**src/hlpi_ram.sv**
```systemverilog
// Generic simple dual-port RAM with one write port and a registered read port.
`timescale 1ns / 1ps

module hlpi_ram #(
    parameter int WIDTH = 20,
    parameter int DEPTH = 64
) (
    input  logic                     clk,
    input  logic                     we,
    input  logic [$clog2(DEPTH)-1:0] waddr,
    input  logic [WIDTH-1:0]         wdata,
    input  logic                     re,
    input  logic [$clog2(DEPTH)-1:0] raddr,
    output logic [WIDTH-1:0]         rdata
);

    logic [WIDTH-1:0] mem [DEPTH];
    logic [WIDTH-1:0] rdata_reg;

    // Write port.
    always_ff @(posedge clk)
    begin
        if (we)
        begin
            mem[waddr] <= wdata;
        end
    end

    // Registered read; data holds while the read is disabled.
    always_ff @(posedge clk)
    begin
        if (re)
        begin
            rdata_reg <= mem[raddr];
        end
    end

    assign rdata = rdata_reg;

endmodule

```
**config.mk**
```make
export PLATFORM = sky130hd
export DESIGN_NAME = hlpi_ram
export DESIGN_NICKNAME = d
export VERILOG_FILES = /design/src/hlpi_ram.sv
export SDC_FILE = /design/constraint.sdc
export NUM_CORES = 1
export LEC_CHECK = 0
export ABC_AREA = 1
export BUFFER_PORTS_ARGS = -buffer_cell sky130_fd_sc_hd__buf_4
export CAP_MARGIN = 20
export CELL_PAD_IN_SITES_DETAIL_PLACEMENT = 1
export CELL_PAD_IN_SITES_GLOBAL_PLACEMENT = 1
export CORE_MARGIN = 2
export CORE_UTILIZATION = 56
export CTS_BUF_LIST = sky130_fd_sc_hd__clkbuf_4 sky130_fd_sc_hd__clkbuf_8 sky130_fd_sc_hd__clkbuf_16
export DETAILED_ROUTE_END_ITERATION = 6
export MAX_ROUTING_LAYER = met4
export PLACE_DENSITY_LB_ADDON = 0.1
export SYNTH_ARGS = -nofsm -noshare
export SYNTH_HDL_FRONTEND = slang
export SYNTH_SLANG_ARGS = --single-unit
```
**constraint.sdc**
```tcl
create_clock -name clk -period 7.9 [get_ports clk]
set_clock_uncertainty 0.15 [all_clocks]
set_input_delay 1.975 -clock clk [delete_from_list [all_inputs] [get_ports clk]]
set_output_delay 1.975 -clock clk [all_outputs]
set_load 0.03 [all_outputs]
```
==> out/results.tsv <==
metric	value	unit
VDD IR max	0.258	mV
Seq/Total Area, Yosys	74.6	%
met3 routed WL	15400	um
post-route setup slack	3050	ps
syn avg cell area	12.0	sq um
top cells by count, synth	1,620 x nand2_1, 1,300 x edfxtp_1, 1,087 x nand3_1	
clk slew on worst S/H paths	60	ps
Largest stage delay, worst path	590	ps
area grow syn2layout	11.3	%
Clock Latency Late Sink	760	ps
FMAX	206	MHz
Critical Path RT	8240	ps
placed cell area	53900	sq um
Final period util	61.5	%
outcome	finished, final reports clean	
maxcap violations	0	
setup TNS	0	ps
CP Cell Sequence	buf_8 > inv_8 > buf_12 > nand2_1 > nand3_1 > nand3_1 > nand2_1 > nand2_1 > nand3_1 > nand3_1 > nand2_1	
CP max stage cell	buf_8	
Met2 Routed Length	79800	um
CTS Buffer Depth	3	
slew margin rel.	26.8	%
DR DRC count	0	
Synth area leaders	edfxtp_1 75%, nand2_1 12%, nand3_1 10%	
global route overflow	0	
pre-CTS WS	2520	ps
row cnt	112	
Total Wirelength	166000	um
hold buffer count at cts	0	
first-pass GRT wire length	244000	um
max-slew violations	0	
Root Buffer	clkbuf_16	
vias in the first global route	38017	
Leakage	20.9	nW
H-tree depth	4	
initial core utilization	56.3	%
DR pass1 iterations	5	
highest metal used	met4	
nature of the critical path endpoint	register	
GRT Util Overall	36.3	%
post-synthesis sequential element count	1300	
Hold Worst Slack	751	ps
top-count cell post-synth	nand2_1	
instance count of the mapped netlist	4373	
max reg flops	1280	
Die W	310	um
Final Hold Vio Count	0	
Post-Syn Nets	4408	
clock sink count	1300	
Yosys cell types	12	
R2R setup slack	5780	ps
ys flop type	edfxtp_1	
Vias	35962	
IO Pins	55	
Wirelength per Cell	29.0	um
critical path data arrival time	5190	ps
drt initial violations	4511	
Layout Nets	4407	
Synth async-reset ratio	0	%
fin area	58300	sq um
EDFF count, synth	1300	
Power per Cell Area	256	nW/um^2
die height	310	um
pin count of the biggest net entering global routing	199	
Placer Congestion	0.804	
hpwl dp	86900	um
Setup Buffers After CTS	0	
Mapped Area	52300	sq um
FILL cells	9136	
Tightest Hold Check Type	register to register	
min Tclk post-route	4850	ps
vias per cell	6.27	
Synth top area share	74.6	%
Num CTS Buffers	139	
Worst Max-Slew Pin Slew	1100	ps
initial antenna violation count	8	
remaining antenna violation count	0	
Die Area	95900	sq um
worst-path maximum fanout	154	
Port Buf Inserts	54	
most area-hungry cell type in the Yosys netlist	edfxtp_1	
core box area	92900	sq um
Setup Viol. Count Final	0	
Worst setup SP type	input pin	
critical path class	input pin to register	
Core Util, Final	62.7	%
CTS tree	built	
Post-CTS Resized	0	
unrepaired setup endpoints after global routing	false	
synth warn	0	
Metal-1 WL	64500	um
layout cell share with drive strength beyond 1	9.24	%
==> routing by layer <==
layer / vias to the layer above / track usage [%]
met5: - / -
met4: 0 / 15.1
met3: 368 / 6.55
met2: 1798 / 56.8
met1: 18357 / 47.2
li1: 15439 / -
==> through the flow <==
step / cells / power [mW]
after floorplan: 4373 / 8.31
after global placement: 5485 / 8.72
after detailed placement: 5485 / 8.76
after CTS: 5725 / 14.9
after global routing: 5731 / 15.2
final: 5732 / 14.9
==> cells by family after synthesis <==
kind of cell,after synthesis,synth area share [%]
buffers and inverters,293,2.77
and+or+nand+nor,2780,22.6
DFF,1300,74.6
==> area by class of cell <==
class / instances / area [sq um] / share of cell area (%)
Antenna cell: 7 / 17.5 / 0.0301
Clock buffer: 174 / 3880 / 6.66
Clock inverter: 66 / 422 / 0.724
Inverter: 12 / 66.3 / 0.114
Multi-Input combinational cell: 2780 / 12100 / 20.7
Sequential cell: 1300 / 39000 / 67.0
Tap cell: 1254 / 1570 / 2.69
Timing Repair Buffer: 139 / 1190 / 2.04
==> final timing paths <==
kind	startpoint	to	depth (start not counted)
hold / removal	mem[20][15]	rdata[15]	8
setup reg to reg	mem[53][13]	rdata[13]	8
hold reg to reg	mem[20][15]	rdata[15]	8
setup / recovery	raddr[0]	rdata[13]	11
==> worst max-delay path, delay by kind of cell <==
family                 cells  cell delay (ps)
buffers and inverters      3             1400
and+or+nand+nor            8             1430
==> cell usage in the layout (no fill, tap or decap) <==
cell type / instances
nor2_4: 9
clkinv_1: 34
inv_1: 8
nand3_1: 1087
buf_6: 1
diode_2: 7
clkinvlp_4: 3
buf_12: 10
nand2_1: 1620
nor2_2: 47
edfxtp_1: 1300
nor4_2: 8
bufinv_16: 4
inv_6: 8
buf_4: 126
buf_8: 2
clkinv_2: 19
clkbuf_16: 147
clkbuf_4: 27
inv_8: 2
nand4_1: 9
==> power by group <==
group	total, mW	leakage (nW)	internal [mW]	switching [mW]
combinational	0.964	7.00	0.205	0.759
clock	6.24	2.15	3.59	2.65
sequential	7.68	11.7	7.65	0.0261
total	14.9	20.9	11.5	3.43
Note: power is estimated with default switching activity, not from simulation.
