--- src/hlpi_div.sv ---
// Pipelined restoring divider: one quotient bit per stage, with overflow detect.
`timescale 1ns / 1ps

module hlpi_div #(
    parameter int NW = 49,
    parameter int DW = 34,
    parameter int QW = 17
) (
    input  logic          clk,
    input  logic          en,
    input  logic [NW-1:0] num,
    input  logic [DW-1:0] den,
    output logic [QW-1:0] quot,
    output logic          ovf
);

    localparam int CW = ((NW > DW + QW) ? NW : DW + QW) + 1;

    logic [NW-1:0] rem_reg [QW];
    logic [QW-1:0] q_reg   [QW];
    logic [DW-1:0] d_reg   [QW];
    logic          ov_reg  [QW];

    for (genvar g = 0; g < QW; g++)
    begin : g_stage
        logic [NW-1:0] rem_in;
        logic [QW-1:0] q_in;
        logic [DW-1:0] d_in;
        logic          ov_in;
        logic [CW-1:0] trial;
        logic          take;

        // Stage inputs: ports for the first stage, previous stage otherwise.
        if (g == 0)
        begin : g_first
            assign rem_in = num;
            assign q_in   = '0;
            assign d_in   = den;
            assign ov_in  = CW'(num) >= (CW'(den) << QW);
        end
        else
        begin : g_next
            assign rem_in = rem_reg[g-1];
            assign q_in   = q_reg[g-1];
            assign d_in   = d_reg[g-1];
            assign ov_in  = ov_reg[g-1];
        end

        // Trial subtract for this quotient bit.
        assign trial = CW'(d_in) << (QW - 1 - g);
        assign take  = CW'(rem_in) >= trial;

        always_ff @(posedge clk)
        begin
            if (en)
            begin
                rem_reg[g] <= take ? NW'(CW'(rem_in) - trial) : rem_in;
                q_reg[g]   <= take ? (q_in | (QW'(1) << (QW - 1 - g))) : q_in;
                d_reg[g]   <= d_in;
                ov_reg[g]  <= ov_in;
            end
        end
    end

    assign quot = q_reg[QW-1];
    assign ovf  = ov_reg[QW-1];

endmodule

--- config.mk ---
export PLATFORM = sky130hd
export DESIGN_NAME = hlpi_div
export DESIGN_NICKNAME = d
export VERILOG_FILES = /design/src/hlpi_div.sv
export SDC_FILE = /design/constraint.sdc
export NUM_CORES = 2
export LEC_CHECK = 0
export ABC_CLOCK_PERIOD_IN_PS = 6450
export BUFFER_PORTS_ARGS = -buffer_cell sky130_fd_sc_hd__buf_2
export CORE_UTILIZATION = 30
export CTS_BUF_LIST = sky130_fd_sc_hd__clkbuf_8
export DETAILED_ROUTE_END_ITERATION = 12
export GPL_TIMING_DRIVEN = 1
export PLACE_DENSITY = 0.47
export RECOVER_POWER = 50
export SYNTH_ARGS = -nofsm -noshare
export SYNTH_HDL_FRONTEND = slang
export SYNTH_SLANG_ARGS = --single-unit
--- constraint.sdc ---
create_clock -name clk -period 6.45 [get_ports clk]
set_input_delay 0.9675 -clock clk [delete_from_list [all_inputs] [get_ports clk]]
set_output_delay 0.9675 -clock clk [all_outputs]
set_load 0.05 [all_outputs]
==> results.md <==
- Layout cells sized above 1: 7.32%
- Avg Cell Area, Syn: 10.9 um2
- Inst Count DP: 11.6k
- Top Family by Delay on Critical Path: buffers and inverters
- Die area: 288000 um2
- Yosys cell types: 93
- Switching pwr: 16600 uW
- Clock Path Buffers: 4
- Max Cap Violations: 8
- Routability cong.: 0.909
- Seq pwr share: 36.7%
- Leakage power: 0.0383 uW
- Core area: 283000 um2
- CP required: 6.96 ns
- CTS Root Buffer Type: clkbuf_8
- YS warnings: 0
- Crit path to: q_reg[12][13]$_DFFE_PP_
- RSZ-0062 raised after global routing: false
- I/O Buffers: 102
- GRT overflow: 0
- Slew Viols, Final: 752
- Worst-path fanout max: 113
- Die X: 537 um
- DR pass1 iterations: 5
- Hold Crit Class: in2reg
- Initial antenna violation count: 7
- FF-to-FF Start: d_reg[0][350]$_DFFE_PP_
- Crit path launch: en
- R2r setup slk: 1.39 ns
- Routed WL per cell: 19.6 um
- Worst path slowest cell: clkbuf_2
- Max reg flops: 784
- Non-Filler Instances: 12.1k
- CTS resizes: 0
- Power Dens Cells: 446 nW/um2
- Fraction of registers with async set/reset: 0%
- Worst Setup Start Kind: primary input
- R2r endpoint: rem_reg[0][587]$_DFFE_PP_
- Failing checks: max-capacitance violations, max-slew violations
- Syn Nets: 8598
- #FFs+latches synth: 1498
- Post-DR vias/cell: 4.96
- Power Internal: 26300 uW
- Die H: 537 um
- Synth-to-Final Area Change: 12.1%
- CTS tree: built
- WP depth: 2
- Main flop type after synthesis: edfxtp_1
- Final setup skew: 0.0870 ns
- GRT Total Usage: 16.1%
- Tcrit/Tclk final: 79.3%
- Largest net degree at the start of global routing: 156
- Nets@finish: 8830
- Initial drt markers: 3381
- Vias in the first global route: 60.9k
- Critical Path End Type: flip-flop
- Share of the synthesized area in the top cell type: 52.4%
- Hold_buf cts: 0
- Final Hold Violating Endpoints: 0
- Antenna Nets Post-Route: 0
- Initial Util: 30.3%
- # rows: 195
- Global-route wire length before repair: 362 mm
- Tmin final: 5.12 ns
- Post-Syn Area: 85800 um2
- Status: complete, but fails checks
- # setup viols final: 0
- Seq/Total Area, Yosys: 52.4%
- Routed WL: 237 mm
- Total CTS buffers: 288
- H-tree depth: 5
- Sw frac: 38.7%
- Reg clk slew, reported paths: 0.06 ns
- Synth area leaders: edfxtp_1, ha_1, a21oi_1
- Worst slew margin: -141%
- Combinational share of power: 42.1%
- Critical path buffer and inverter count: 2
- Delay of the slowest critical-path stage: 2.20 ns
- Clk_lat worst skew: 1.00 ns
- Setup Fix Bufs, Post-CTS: 0
- Slew at the pin closest to its max-slew limit: 3.61 ns
- # clock sinks: 1498
- Post-DP HPWL: 184 mm
- Vias: 59.9k
- FMAX: 195 MHz
- Worst EP arrival: 5.62 ns
- Post-synth EDFFs: 1498
- Cells on worst reg2reg path: 12
- IO Count: 103
- CP Cell Sequence: clkbuf_2, clkbuf_1
- DRC Markers: 0
- Crit path kind: in2reg
- Post-Syn Instances: 7888
- Yosys top cell by area: edfxtp_1
- Clock share of power: 21.2%
- Worst VDD drop: 149 uV
- Sum Neg Setup Slack: 0 ns
-- layout by cell type, fill, tap and decap left out, types with 120 or more instances in the layout --
master / netlist / routed
edfxtp_1: 1498 / 1498
inv_1: 716 / 785
a21oi_1: 711 / 710
ha_1: 609 / 609
nand2_1: 565 / 565
nor2_1: 524 / 523
o21ai_0: 391 / 391
a21o_1: 347 / 346
xnor2_1: 303 / 303
clkbuf_8: 0 / 294
xor2_1: 263 / 263
nand3_1: 144 / 144
nand4_1: 120 / 120
-- worst min path at each step --
stage                                 startpoint                      to  cells past startpoint
after floorplan           ov_reg[0][0]$_DFFE_PP_  ov_reg[0][1]$_DFFE_PP_                      0
after global placement    q_reg[5][16]$_DFFE_PP_  q_reg[6][16]$_DFFE_PP_                      0
after detailed placement  ov_reg[0][3]$_DFFE_PP_  ov_reg[0][4]$_DFFE_PP_                      0
after CTS                                den[13]  d_reg[0][13]$_DFFE_PP_                      1
after global routing                     den[12]  d_reg[0][12]$_DFFE_PP_                      1
final                                    den[13]  d_reg[0][13]$_DFFE_PP_                      1
-- synthesized netlist by cell type (all sizes together) (26+ instances only) --
cell	count
inv	720
o21ai	503
a21oi	711
or3	35
a211oi	65
ha	609
buf	33
nor2b	84
nor4	79
o21a	84
mux2	124
xor2	263
o211ai	35
clkbuf	198
o31ai	47
nand3	146
o31a	26
nand2	565
edfxtp	1498
and3	68
nand4	120
or2	32
nand2b	83
a31oi	61
a21o	347
o21bai	66
nor3	110
xnor2	303
nor2	525
-- power by group through the flow --
stage | clock network (uW) | registers, uW | logic, uW
3_3_place_gp | 0 | 16000 | 17900
4_1_cts | 9470 | 15800 | 18100
2_1_floorplan | 0 | 15000 | 13400
6_report | 9090 | 15800 | 18100
3_5_place_dp | 0 | 16000 | 17900
5_1_grt | 9870 | 16000 | 20100
-- through the flow --
step                      area, um2  utilization (%)  setup slack (ns)  total power [uW]  hold slack (ns)
final                         96100             33.9              1.33             42900            0.175
after global routing          96100             33.9             0.841             45900           0.0942
after CTS                     96300             34.0              1.20             43400           0.0501
after detailed placement      90900             32.1              1.15             33900            0.405
after global placement        90900             32.1              1.18             33900            0.401
after floorplan               85800                -              2.42             28400            0.400
-- cells by family after synthesis --
| group | share of synthesized area [%] |
|---|---|
| AO/OA/AOI/OAI | 15.6 |
| AND/OR/NAND/NOR | 11.1 |
| flip-flops | 52.4 |
| buffers and inverters | 4.20 |
| adder cells (fa/ha/maj) | 9.25 |
| XOR/XNOR | 5.78 |
| multiplexers | 1.64 |
-- routing by layer --
| layer | wire [um] | global-route usage, % |
|---|---|---|
| met1 | 98800 | 18.6 |
| met2 | 120000 | 29.7 |
| met3 | 8060 | 2.23 |
| met4 | 9890 | 6.80 |
| met5 | 12 | 0 |
-- worst register-to-register path: cells and delay by family (launching register included) --
| kind | cells | cell delay [ns] |
|---|---|---|
| AO/OA/AOI/OAI | 3 | 1.33 |
| XOR/XNOR | 1 | 0.16 |
| AND/OR/NAND/NOR | 6 | 2.50 |
| adder cells (fa/ha/maj) | 1 | 0.38 |
| flip-flops | 1 | 0.37 |
| buffers and inverters | 1 | 0.05 |
-- layout make-up --
type / instances / area (um2)
Antenna cell: 6 / 15.0
Clock buffer: 294 / 4050
Clock inverter: 206 / 1350
Fill cell: 28342 / 187000
Inverter: 720 / 2700
Multi-Input combinational cell: 5439 / 37400
Sequential cell: 1498 / 45000
Tap cell: 3743 / 4680
Timing Repair Buffer: 173 / 996
Note: power is estimated with default switching activity, not from simulation.
